### src/rtl/core/bdhl_pkg.sv
// Package for the 5x5 Bayer demosaic: register indexes, widths, and the
// token type passed from the window front end to the filter back end.
package bdhl_pkg;
	localparam int PIX_W = 8;
	localparam int CFG_W = 12;
	localparam int COORD_W = 11;
	localparam int CFG_IDX_W = 2;

	localparam logic [CFG_IDX_W-1:0] REG_WIDTH = 2'd0;
	localparam logic [CFG_IDX_W-1:0] REG_HEIGHT = 2'd1;
	localparam logic [CFG_IDX_W-1:0] REG_PHASE_X = 2'd2;
	localparam logic [CFG_IDX_W-1:0] REG_PHASE_Y = 2'd3;

	// Input and result transactions as seen on the top level's channels.
	typedef struct packed {
		logic [PIX_W-1:0] raw_pixel;
	} in_item_t;

	typedef struct packed {
		logic [PIX_W-1:0]   chan_w;
		logic [PIX_W-1:0]   chan_x;
		logic [PIX_W-1:0]   chan_y;
		logic               chan_z;
		logic [COORD_W-1:0] out_col;
		logic [COORD_W-1:0] out_row;
	} out_item_t;

	// Window samples needed by the filters plus phase and position.
	typedef struct packed {
		logic [PIX_W-1:0] l2, r2, u2, d2, l1, r1, u1, d1;
		logic [PIX_W-1:0] ul, ur, dl, dr, ctr;
		logic             px;
		logic             py;
		logic [COORD_W-1:0] col;
		logic [COORD_W-1:0] row;
	} win_tok_t;

	typedef struct packed {
		logic [PIX_W-1:0]   w;
		logic [PIX_W-1:0]   x;
		logic [PIX_W-1:0]   y;
		logic [COORD_W-1:0] col;
		logic [COORD_W-1:0] row;
	} pix_out_t;

	function automatic logic [PIX_W-1:0] clamp16(input logic signed [15:0] f);
		logic [PIX_W-1:0] r;
		if (f <= 0) r = '0;
		else if (f >= 16'sd4080) r = 8'hFF;
		else r = f[11:4];
		return r;
	endfunction
endpackage

### src/rtl/core/bdhl_fifo.sv
// Two-entry queue between front and back ends.
// Depends on bdhl_pkg.
module bdhl_fifo (
	input  logic               clk,
	input  logic               arst_n,
	input  logic               in_valid,
	output logic               in_ready,
	input  bdhl_pkg::win_tok_t in_data,
	output logic               out_valid,
	input  logic               out_ready,
	output bdhl_pkg::win_tok_t out_data
);
	bdhl_pkg::win_tok_t mem_q [2];
	logic       wp_q, rp_q;
	logic [1:0] cnt_q;
	logic       push, pop;

	assign in_ready = cnt_q != 2'd2;
	assign out_valid = cnt_q != 2'd0;
	assign out_data = mem_q[rp_q];
	assign push = in_valid && in_ready;
	assign pop = out_valid && out_ready;

	always_ff @(posedge clk or negedge arst_n) begin
		if (!arst_n) begin
			wp_q <= 1'b0;
			rp_q <= 1'b0;
			cnt_q <= '0;
		end else begin
			if (push) wp_q <= !wp_q;
			if (pop) rp_q <= !rp_q;
			cnt_q <= cnt_q + {1'b0, push} - {1'b0, pop};
		end
	end
	always_ff @(posedge clk) if (push) mem_q[wp_q] <= in_data;
endmodule

### config.mk
export PLATFORM = sky130hd
export DESIGN_NAME = bdhl_fifo
export DESIGN_NICKNAME = d
export VERILOG_FILES = /design/src/rtl/core/bdhl_pkg.sv /design/src/rtl/core/bdhl_fifo.sv
export SDC_FILE = /design/constraint.sdc
export NUM_CORES = 1
export LEC_CHECK = 0
export ABC_AREA = 1
export BUFFER_PORTS_ARGS = -buffer_cell sky130_fd_sc_hd__buf_2
export CORE_UTILIZATION = 52
export DETAILED_ROUTE_END_ITERATION = 7
export MAX_ROUTING_LAYER = met4
export PLACE_DENSITY = 0.91
export SLEW_MARGIN = 30
export SYNTH_ARGS = -nofsm -noshare
export SYNTH_HDL_FRONTEND = slang
export SYNTH_SLANG_ARGS = --single-unit
### constraint.sdc
create_clock -name clk -period 9.3 [get_ports clk]
set_input_delay 0.465 -clock clk [delete_from_list [all_inputs] [get_ports clk]]
set_output_delay 0.465 -clock clk [all_outputs]
set_load 0.03 [all_outputs]
After elaboration in Yosys (flattened, before gate mapping)
Memory sizes are Yosys's and may differ from the RTL's.
Index checks and enable logic that the tools add are counted.
Widths: inputs -> output; s select.

cells by class
  add/subtract/negate cells = 2
  eq/ne operators = 1
  multiplexer cells = 2
  reduce and logical (&&, ||, !) cells = 5

operators by type and width
  cell                number
  $add 2x1->2         1
  $logic_and 1x1->1   2
  $logic_not 1->1     2
  $mux 1              2
  $ne 2x2->1 const B  1
  $reduce_bool 2->1   1
  $sub 2x1->2         1

word-level totals
  flip-flop bits (word level) = 4
  memory bits (writable) = 256
  bits of input ports = 132
  output and inout port bits = 130
  word-level logic and storage cells = 14
  memories = 1

memory list
  memory  words  bits a word  rd ports  clocked after memory_dff  write ports  RTL line         text
  mem_q   2      128          1         0                         1            bdhl_fifo.sv:13  bdhl_pkg::win_tok_t mem_q [2];

Logic depth before layout (Yosys ltp)
  depth after elaboration = 4
  mapped depth = 12
  gate-level depth less buffers = 12

Least setup slack after synthesis
No wires, ideal clock.

  path kind = reg2reg
  start point = reg cnt_q[1]
  end point = mem mem_q[1][0] (netlist name), enable pin
  setup time = 619 ps
  arrival time = 6210 ps
  required time = 8681 ps
  path slack = 2471 ps
  cell stages (with the launch flop) = 4
  buffers on the path = 0
  period minus slack after synthesis = 6829 ps
  path through = dfrtp_1 -> nand2_1 -> nand2_1 -> nor2_1

between the ends
  word-level cells in the longest chain between the ends = 4

RTL lines
  what                          RTL line         text
  start, declared               bdhl_fifo.sv:15  logic [1:0] cnt_q;
  start signal, assigned        bdhl_fifo.sv:32  cnt_q <= cnt_q + {1'b0, push} - {1'b0, pop};
  $ne 2x2->1                    bdhl_fifo.sv:18  assign in_ready = cnt_q != 2'd2;
  net in_ready                  bdhl_fifo.sv:7   output logic in_ready,
  $logic_and 1x1->1             bdhl_fifo.sv:21  assign push = in_valid && in_ready;
  $mux 1                        bdhl_fifo.sv:35  always_ff @(posedge clk) if (push) mem_q[wp_q] <= in_data;
  $mux 1 (implied by the code)  bdhl_fifo.sv:35
  end, declared                 bdhl_fifo.sv:13

The timed path passes the listed nets, and every way through them passes these cells.

==> impl_metrics.env <==
export IMPL_cts_buffer_depth=3
export IMPL_syn_inst=700
export IMPL_synth_top_area_share_pct=80.60
export IMPL_rsz0062_at_grt="no"
export IMPL_cp_arrival_ns=3.08
export IMPL_drive_gt1_share_pct=31.58
export IMPL_fin_skew_ns=0.01039
export IMPL_drt_initial_drc_count=337
export IMPL_yosysWarnings=0
export IMPL_die_y_microns=137.4
export IMPL_routedWlPerCell_microns=16.06
export IMPL_reg2reg_depth=5
export IMPL_io_pins=262
export IMPL_hpwl_mm=12.65
export IMPL_p_comb_share_pct=37.2
export IMPL_leakage_nw=5.135
export IMPL_drv_cap=0
export IMPL_switching_power_mw=1.765
export IMPL_worst_pin_slew_ns=0.7848
export IMPL_maxSlewHeadroom_pct=47.68
export IMPL_insertion_delay_ns=0.52
export IMPL_p_int_mw=2.568
export IMPL_yosysMostFrequentCell="nand2_1"
export IMPL_num_vias=6077
export IMPL_crit_path_max_fanout=73
export IMPL_die_area_sq_mm=0.01889
export IMPL_r2r_start="cnt_q[0]$_DFF_PN0_"
export IMPL_drc=0
export IMPL_cts_buffers=26
export IMPL_first_pass_iters=5
export IMPL_ys_top_cells_by_count="393 x nand2_1, 256 x edfxtp_1, 16 x buf_4, 10 x buf_2, 7 x inv_1"
export IMPL_path_clk_slew_ns=0.06
export IMPL_syn_avg_cell_area_sq_um=13.63
export IMPL_clkSinkCount=260
export IMPL_grt_pass1_wl_mm=28.57
export IMPL_routabilityCongestion=0.7862
export IMPL_grt_usage_pct=20.71
export IMPL_fp_coreArea_sq_mm=0.01796
export IMPL_grt_overflow_total=0
export IMPL_yosysUniqueCellTypes=15
export IMPL_r2r_setup_slack_ns=7.30
export IMPL_synth_edff_count=256
export IMPL_cts_tree="done"
export IMPL_cp_start_kind="register"
export IMPL_die_width_microns=137.4
export IMPL_p_sw_share_pct=40.74
export IMPL_grt_pass1_vias=5976
export IMPL_p_clk_share_pct=23.3
export IMPL_finalHoldViolations=0
export IMPL_grt_max_degree=74
export IMPL_cp_end_kind="primary output"
export IMPL_power_density_mw_per_mm2=364.9
export IMPL_cp_required_ns=8.84
export IMPL_utilization_pct=66.11
export IMPL_seqPwrFrac_pct=39.4
export IMPL_synth_fp_nets=833
export IMPL_setup_violations_final=0
export IMPL_ant_nets=0
export IMPL_worstHoldStart="in_data[53]"
export IMPL_crit_start="rp_q$_DFFE_PN0P_"
export IMPL_finalCritPeriodShare_pct=38.09
export IMPL_whs_path_depth=1
export IMPL_antenna_found_initial=1
export IMPL_synth_ff_type="edfxtp_1"
export IMPL_area_growth_pct=24.50
export IMPL_setup_tns_ns=0
export IMPL_numPortBuffers=261
export IMPL_ir_worst_vdd_mv=0.3133
export IMPL_min_period_ns=3.543
export IMPL_synth_seq_area_share_pct=81.65
export IMPL_status="finished clean"
export IMPL_max_clock_freq_mhz=282.3
export IMPL_syn_area_sq_mm=0.009538
export IMPL_hold_path_end="mem_q[1][53]$_DFFE_PP_"
export IMPL_synth_area_top_cells="edfxtp_1 81%, nand2_1 15%, buf_4 1.3%"
export IMPL_wl_mm=19.56
export IMPL_ys_ff_latch=260
export IMPL_slew_viol_final=0
export IMPL_ys_async_sr_fraction_pct=1.538
export IMPL_vias_per_cell=4.989
export IMPL_r2r_end="mem_q[0][92]$_DFFE_PP_"
export IMPL_worstSetupPathType="register to primary output"
export IMPL_cts_setup_buffers=0
export IMPL_worst_hold_path_type="primary input to register"
export IMPL_yosysTopAreaCell="edfxtp_1"
export IMPL_finalNetCount=1101
export IMPL_start_util_pct=53.10
export IMPL_rows=49
export IMPL_fin_total_pwr_mw=4.333
export IMPL_h_tree_depth=1
export IMPL_cts_root_buffer="clkbuf_16"
metrics by stage:
| stage | hold slack [ns] | setup WS [ns] | std cells | cell area, sq um |
|---|---|---|---|---|
| after global placement | 0.2781 | 6.319 | 1168 | 11010 |
| after detailed placement | 0.2806 | 6.287 | 1168 | 11010 |
| final | 0.1310 | 5.757 | 1218 | 11880 |
| after CTS | 0.1117 | 5.674 | 1217 | 11870 |
| after global routing | 0.1155 | 5.516 | 1218 | 11880 |
| after floorplan | 0.1694 | 2.471 | 700 | 9538 |
critical path, stage by stage (launching register included):
cell	delay [ns]
dfrtp_4	0.72
inv_4	0.56
buf_4	0.70
nand2_1	0.17
nand2_1	0.14
buf_2	0.21
layer usage:
metal	routed length, microns	global-route usage [%]	share of wire [%]
met1	7248	22.51	37
met2	10070	36.54	51
met3	1819	5.188	9.3
met4	420	7.570	2.1
met5	0	-	0
state kept, by name, summed over array words and instances, names as in the netlist:
name	flops
rp_q	1
mem_q	256
cnt_q	2
wp_q	1
area by class of cell:
cell class | instances | area, sq um
Clock inverter | 17 | 152.6
Antenna cell | 1 | 2.502
Sequential cell | 260 | 7791
Fill cell | 1233 | 6088
Inverter | 8 | 32.53
Timing Repair Buffer | 268 | 1369
Clock buffer | 31 | 690.7
Multi-Input combinational cell | 404 | 1550
Tap cell | 229 | 286.5
cell usage in the layout, fill, tap and decap left out, types with 2 or more instances in the layout:
master      count
nand3_1         2
buf_2         261
dfrtp_1         3
clkinv_1        3
inv_1           7
buf_4           4
edfxtp_1      256
nand2_1       393
buf_6           2
nor2_4          2
clkinvlp_4      4
clkinv_2        5
clkbuf_1        4
clkinv_4        2
nor2_1          3
clkbuf_16      27
bufinv_16       2
power by group through the flow:
stage | Clock, mW | Combinational [mW] | Sequential (mW)
floorplan | 0 | 1.19 | 1.73
finish | 1.01 | 1.61 | 1.71
detailed placement | 0 | 1.62 | 1.74
global route | 1.06 | 1.75 | 1.74
global placement | 0 | 1.58 | 1.72
CTS | 1.03 | 1.62 | 1.71
timing repair:
action | CTS | global route
hold endpoints to repair | 4 | 0
hold buffers | 1 | 0
resized for setup | 0 | 0
how the worst max path moves through the flow:
stage	to	slack (ns)
after global routing	out_data[76]	5.52
after CTS	out_data[76]	5.67
final	out_data[76]	5.76
after global placement	out_data[51]	6.32
after floorplan	mem_q[1][0]$_DFFE_PP_	2.47
after detailed placement	out_data[76]	6.29
cell families after synthesis:
| kind of cell | Yosys count | share of synthesized area (%) |
|---|---|---|
| fa+ha+maj | 1 | 0.1312 |
| buf+inv | 36 | 2.256 |
| compound gates | 2 | 0.1048 |
| xor+xnor | 1 | 0.09184 |
| simple gates | 400 | 15.77 |
| flops | 260 | 81.65 |
Note: power is estimated with default switching activity, not from simulation.
