`config.mk`:
```
export PLATFORM = sky130hd
export DESIGN_NAME = bdhl_back
export DESIGN_NICKNAME = d
export VERILOG_FILES = /design/src/rtl/core/bdhl_pkg.sv /design/src/rtl/core/bdhl_back.sv
export SDC_FILE = /design/constraint.sdc
export NUM_CORES = 1
export LEC_CHECK = 0
export BUFFER_PORTS_ARGS = -buffer_cell sky130_fd_sc_hd__buf_2
export CAP_MARGIN = 20
export CORE_MARGIN = 3
export CORE_UTILIZATION = 60
export DETAILED_ROUTE_END_ITERATION = 8
export PLACE_DENSITY = 0.85
export SYNTH_ARGS = -nofsm -noshare
export SYNTH_HDL_FRONTEND = slang
export SYNTH_SLANG_ARGS = --single-unit
```
`constraint.sdc`:
```
create_clock -name clk -period 3.5 [get_ports clk]
set_clock_uncertainty 0.15 [all_clocks]
set_input_delay 0.175 -clock clk [delete_from_list [all_inputs] [get_ports clk]]
set_output_delay 0.175 -clock clk [all_outputs]
set_load 0.1 [all_outputs]
```
`src/rtl/core/bdhl_pkg.sv`:
```
// Package for the 5x5 Bayer demosaic: register indexes, widths, and the
// token type passed from the window front end to the filter back end.
package bdhl_pkg;
	localparam int PIX_W = 8;
	localparam int CFG_W = 12;
	localparam int COORD_W = 11;
	localparam int CFG_IDX_W = 2;

	localparam logic [CFG_IDX_W-1:0] REG_WIDTH = 2'd0;
	localparam logic [CFG_IDX_W-1:0] REG_HEIGHT = 2'd1;
	localparam logic [CFG_IDX_W-1:0] REG_PHASE_X = 2'd2;
	localparam logic [CFG_IDX_W-1:0] REG_PHASE_Y = 2'd3;

	// Input and result transactions as seen on the top level's channels.
	typedef struct packed {
		logic [PIX_W-1:0] raw_pixel;
	} in_item_t;

	typedef struct packed {
		logic [PIX_W-1:0]   chan_w;
		logic [PIX_W-1:0]   chan_x;
		logic [PIX_W-1:0]   chan_y;
		logic               chan_z;
		logic [COORD_W-1:0] out_col;
		logic [COORD_W-1:0] out_row;
	} out_item_t;

	// Window samples needed by the filters plus phase and position.
	typedef struct packed {
		logic [PIX_W-1:0] l2, r2, u2, d2, l1, r1, u1, d1;
		logic [PIX_W-1:0] ul, ur, dl, dr, ctr;
		logic             px;
		logic             py;
		logic [COORD_W-1:0] col;
		logic [COORD_W-1:0] row;
	} win_tok_t;

	typedef struct packed {
		logic [PIX_W-1:0]   w;
		logic [PIX_W-1:0]   x;
		logic [PIX_W-1:0]   y;
		logic [COORD_W-1:0] col;
		logic [COORD_W-1:0] row;
	} pix_out_t;

	function automatic logic [PIX_W-1:0] clamp16(input logic signed [15:0] f);
		logic [PIX_W-1:0] r;
		if (f <= 0) r = '0;
		else if (f >= 16'sd4080) r = 8'hFF;
		else r = f[11:4];
		return r;
	endfunction
endpackage

```
`src/rtl/core/bdhl_back.sv`:
```
// Back end: neighbor sums, the four filters, clamping and channel routing.
// Depends on bdhl_pkg.
module bdhl_back (
	input  logic               clk,
	input  logic               arst_n,
	input  logic               in_valid,
	output logic               in_ready,
	input  bdhl_pkg::win_tok_t tok,
	output logic               out_valid,
	input  logic               out_ready,
	output bdhl_pkg::pix_out_t res
);
	typedef logic signed [15:0] s16_t;
	s16_t s1, s2, s3, s4, s5, s6, fa, fb, fc, fd;
	logic [7:0] a, b, c, d, ctr;

	assign in_ready = !out_valid || out_ready;

	always_comb begin
		s1 = s16_t'(tok.l2) + s16_t'(tok.r2);
		s2 = s16_t'(tok.u2) + s16_t'(tok.d2);
		s3 = s16_t'(tok.l1) + s16_t'(tok.r1);
		s4 = s16_t'(tok.u1) + s16_t'(tok.d1);
		s5 = s16_t'(tok.ul) + s16_t'(tok.ur) + s16_t'(tok.dl) + s16_t'(tok.dr);
		s6 = s16_t'(tok.ctr);
		fa = -(s1 <<< 1) - (s2 <<< 1) + (s3 <<< 2) + (s4 <<< 2) + (s6 <<< 3);
		fb = -(s1 <<< 1) + s2 + (s3 <<< 3) - (s5 <<< 1) + (s6 <<< 3) + (s6 <<< 1);
		fc = s1 - (s2 <<< 1) + (s4 <<< 3) - (s5 <<< 1) + (s6 <<< 3) + (s6 <<< 1);
		fd = -(s1 + (s1 <<< 1)) - (s2 + (s2 <<< 1)) + (s5 <<< 2) + (s6 <<< 3)
			+ (s6 <<< 2);
		a = bdhl_pkg::clamp16(fa);
		b = bdhl_pkg::clamp16(fb);
		c = bdhl_pkg::clamp16(fc);
		d = bdhl_pkg::clamp16(fd);
		ctr = tok.ctr;
	end

	always_ff @(posedge clk or negedge arst_n) begin
		if (!arst_n) out_valid <= 1'b0;
		else if (in_ready) out_valid <= in_valid;
	end

	always_ff @(posedge clk) begin
		if (in_valid && in_ready) begin
			case ({tok.py, tok.px})
				2'b00: begin res.w <= ctr; res.x <= a; res.y <= d; end
				2'b01: begin res.w <= b; res.x <= ctr; res.y <= c; end
				2'b10: begin res.w <= c; res.x <= ctr; res.y <= b; end
				default: begin res.w <= d; res.x <= a; res.y <= ctr; end
			endcase
			res.col <= tok.col;
			res.row <= tok.row;
		end
	end
endmodule

```
==> results_dict.tcl, run 1 <==
set metrics [dict create \
    outcome "did not finish" \
    stop_stage "5_1_grt" \
    error "[ERROR GRT-0232] Routing congestion too high. Check the congestion heatmap in the GUI." \
    synth_edf_count 46 \
    die_y_um 137 \
    synth_compound_area_frac 0.174 \
    synth_xor_area_frac 0.0713 \
    ys_seq_area_frac 0.137 \
    synthFlopType "edfxtp_1" \
    grt_max_degree 47 \
    htreeDepth 2 \
    ys_warn_count 0 \
    synthesis.instances 1105 \
    cts_buffers 5 \
    dp_slack_ps -3490 \
    synth_area_leaders "fa_1 26%, ha_1 17%, edfxtp_1 13%" \
    synthArstFlopShare 0.0213 \
    die_width_um 137 \
    synth_area_leader_cell "fa_1" \
    fp-row-count 47 \
    synth_fp_nets 1511 \
    worst-ep-kind "register data pin" \
    yosys.area_share.adder 0.432 \
    initial_core_util 0.616 \
    hpwl_um 28900 \
    ys_types 72 \
    synth-simple-area-share 0.0963 \
    synth.avg_cell_area_sq_um 9.30 \
    io_pins 180 \
    synth_mux_area_frac 0.00195 \
    synth_area_sq_um 10300 \
    grt_usage 0.648 \
    synth_top_family_by_area "adder cells" \
    cts_sinks 47 \
    cts_root_buf "clkbuf_16" \
    synth_top_area_share 0.259 \
    ys_ff_latch 47 \
    portBuffers 179 \
    grt_worst_setup_endpoint "res[25]$_DFFE_PP_/D" \
    clk_path_buf_depth 2 \
    gr-total-overflow 6 \
    place_congestion 0.974 \
]
-- logic make-up after synthesis --
logic type,after synthesis
mux,2
compound gates,266
flops,47
xor+xnor,82
fa+ha+maj,275
buf+inv,240
simple gates,193
-- cell usage after synthesis, types with 3 or more instances --
master / number
a221oi_2: 3
a31o_2: 3
o21bai_1: 22
fa_1: 133
edfxtp_1: 46
a32oi_1: 6
o2111ai_1: 5
nand2b_1: 16
and2_1: 3
nand3_1: 10
o211ai_1: 20
o21ai_0: 41
or3_1: 8
clkbuf_1: 5
a21boi_0: 7
nor2b_1: 8
xnor2_1: 63
and3_1: 6
nand4_1: 5
nand3b_1: 8
nor2_1: 58
inv_1: 233
a21o_1: 24
a22oi_1: 7
o21a_1: 6
nor3_1: 12
o31ai_1: 4
ha_1: 141
nand2_1: 41
o22ai_1: 6
xor2_1: 18
a211oi_1: 10
a21oi_1: 73
o21ai_1: 5
-- metrics by stage --
stage          utilization  instance area [sq um]  setup TNS (ps)  hold slack, ps  instances
4_1_cts              0.895                  15000          -58230            40.2       1830
3_5_place_dp         0.838                  14000          -72410            -199       1786
3_3_place_gp         0.838                  14000          -68920            -200       1786
2_1_floorplan            -                  10700          -54770            -271       1105
-- per-layer routing --
metal / global-route usage / GRT overflow
met5: 0.194 / 0
met4: 0.624 / 6
met3: 0.473 / 0
met2: 0.846 / 0
met1: 0.638 / 0
-- timing repair --
action | in CTS
pin swaps | 96
setup buffers | 13
cloned | 2
endpoints found under the hold margin | 24
setup endpoints to repair | 24
hold buffers | 24
gates resized for setup | 100
==> run 2, diff against run 1 <==
- CORE_UTILIZATION: 60 -> 40
- PLACE_DENSITY: 0.85 -> default
- PLACE_DENSITY_LB_ADDON: default -> 0.15
==> run 2 against run 1 <==
Compared with the run above: the flow now finishes, with violations (negative setup slack); synthesized cell count unchanged; synthesized area stayed put.
==> results_dict.tcl, run 2 <==
set metrics [dict create \
    hold_viol 0 \
    synth.avg_cell_area_sq_um 9.30 \
    cts_sinks 47 \
    grt_first_pass_wirelength_um 51600 \
    final_common_cell "buf_4" \
    grt_pass1_vias 10200 \
    synth_area_leader_cell "fa_1" \
    diodes 0 \
    fp-row-count 58 \
    wirelength_um 32200 \
    tightest_slew_ps 873 \
    antenna_found_initial 0 \
    ant_nets 0 \
    cts_tree "yes" \
    clock_latency_ps 290 \
    grt_usage 0.230 \
    holdWs_ps 34.4 \
    portBuffers 179 \
    fin_crit_sh 1.83 \
    rsz0062_at_grt "yes" \
    cp_slowest_cell "fa_1" \
    reg_top3 "res x46, out_valid x1" \
    die_y_um 166 \
    ys_seq_area_frac 0.137 \
    drt-initial-drc-count 555 \
    cts_buffers 5 \
    ys_ff_latch 47 \
    gr-total-overflow 0 \
    fmax_ghz 0.156 \
    ys_warn_count 0 \
    cp_max_fo 5 \
    ys_types 72 \
    path_clk_slew_ps 80 \
    initial_core_util 0.407 \
    hpwl_um 27500 \
    fin_nets 2038 \
    cp-start-kind "input port" \
    critPathKind "input port to flip-flop" \
    synthMostInstantiatedCell "inv_1" \
    top_register "res" \
    outcome "finished with violations" \
    die-area_sq_um 27700 \
    synthArstFlopShare 0.0213 \
    relSlewSlack 0.416 \
    htreeDepth 2 \
    via_count 9714 \
    drt-pass1-iter-count 5 \
    drive_gt1_frac 0.408 \
    drc_errors 0 \
    die_width_um 166 \
    failed_checks "negative setup slack" \
    synthesis.instances 1105 \
    core_area_sq_um 25300 \
    cts_root_buf "clkbuf_16" \
    crit_arrival_ps 6310 \
    cp-end-kind "flip-flop" \
    yosys-top-cells-count "233 x inv_1, 141 x ha_1, 133 x fa_1" \
    period_minus_slack_ps 6410 \
    finalWorstSetupSlack_ps -2910 \
    slowest_delay_ps 540 \
    setup_viol 24 \
    drt-vias-per-instance 4.95 \
    nFillCells 2287 \
    utilization 0.608 \
    grt_max_degree 37 \
    cpMostUsedCell "inv_2" \
    max_cap_violations 0 \
    syn_to_final_growth_pct 49.5 \
    synth_edf_count 46 \
    final_max_slew_viol_count 0 \
    crit_start "tok[49]" \
    io_pins 180 \
    clk_path_buf_depth 2 \
    synth_top_area_share 0.259 \
    largest_register_ffs 46 \
    rrSetupSlack_ps 1920 \
    drt-wirelength-per-cell_um 16.4 \
    required_ps 3400 \
    synth_area_sq_um 10300 \
    hold_path.class "input port to asynchronous set/reset pin" \
    synthFlopType "edfxtp_1" \
    r2r_start "out_valid$_DFFE_PN0N_" \
    place_congestion 0.918 \
    synth_fp_nets 1511 \
    dp_slack_ps -3400 \
    final_cell_mix "312 x buf_4, 218 x inv_1, 175 x buf_2" \
    synth_area_leaders "fa_1 26%, ha_1 17%, edfxtp_1 13%" \
]
run 2: final cells by class:
| class | instances | area (sq um) | share of cell area |
|---|---|---|---|
| repair buffers | 524 | 3640 | 0.237 |
| multi-input cells | 819 | 8870 | 0.577 |
| flip-flops and latches | 47 | 1410 | 0.0915 |
| clock inverters | 3 | 20.0 | 0.00130 |
| inverters | 235 | 892 | 0.0581 |
| clock buffers | 5 | 125 | 0.00814 |
| well taps | 330 | 413 | 0.0269 |
run 2: worst max-delay path, delay by kind of cell:
kind            cells  cell delay (ps)
fa+ha+maj           8             3240
compound gates      9             1740
buf+inv             8              600
simple gates        3              280
xor+xnor            1              140
mux                 1              100
run 2: path summary, 6_finish.rpt:
kind | endpoint | depth (start not counted)
worst max-delay path | res[23]$_DFFE_PP_ | 30
worst min register to register | out_valid$_DFFE_PN0N_ | 2
worst min-delay path | out_valid$_DFFE_PN0N_ | 2
min in group clk | out_valid$_DFFE_PN0N_ | 3
max in group asynchronous | out_valid$_DFFE_PN0N_ | 2
worst max register to register | res[11]$_DFFE_PP_ | 3
run 2: timing repair:
| action | 4_1_cts | 5_1_grt |
|---|---|---|
| setup endpoints to repair | 24 | 24 |
| gates resized for setup | 54 | 64 |
| hold buffers | 24 | 0 |
| hold endpoints to repair | 24 | 0 |
| gates cloned | 0 | 1 |
| pin swaps | 80 | 46 |
| setup buffers | 6 | 9 |
run 2: logic make-up (layout without fill, tap and decap cells):
group / Yosys count / in the layout / share of synthesized area
compound gates: 266 / 267 / 0.174
xor+xnor: 82 / 82 / 0.0713
fa+ha+maj: 275 / 275 / 0.432
buf+inv: 240 / 767 / 0.0876
flops: 47 / 47 / 0.137
mux: 2 / 2 / 0.00195
simple gates: 193 / 193 / 0.0963
run 2: routing by layer:
layer / wire length (um) / global-route usage
met3: 1240 / 0.0200
met1: 14300 / 0.313
met4: 463 / 0.0402
met5: 0 / 0
met2: 16300 / 0.407
run 2: metrics by stage:
step | std cells | setup TNS (ps) | instance area (sq um)
after floorplan | 1105 | -54770 | 10700
after CTS | 1953 | -59340 | 15000
final | 1963 | -60680 | 15400
after detailed placement | 1915 | -71230 | 14300
after global placement | 1914 | -69970 | 14300
after global routing | 1963 | -66420 | 15400
Power of run 2 is not shown: default switching activity piles up to over one toggle a cycle in this logic, so the estimate is an artifact.
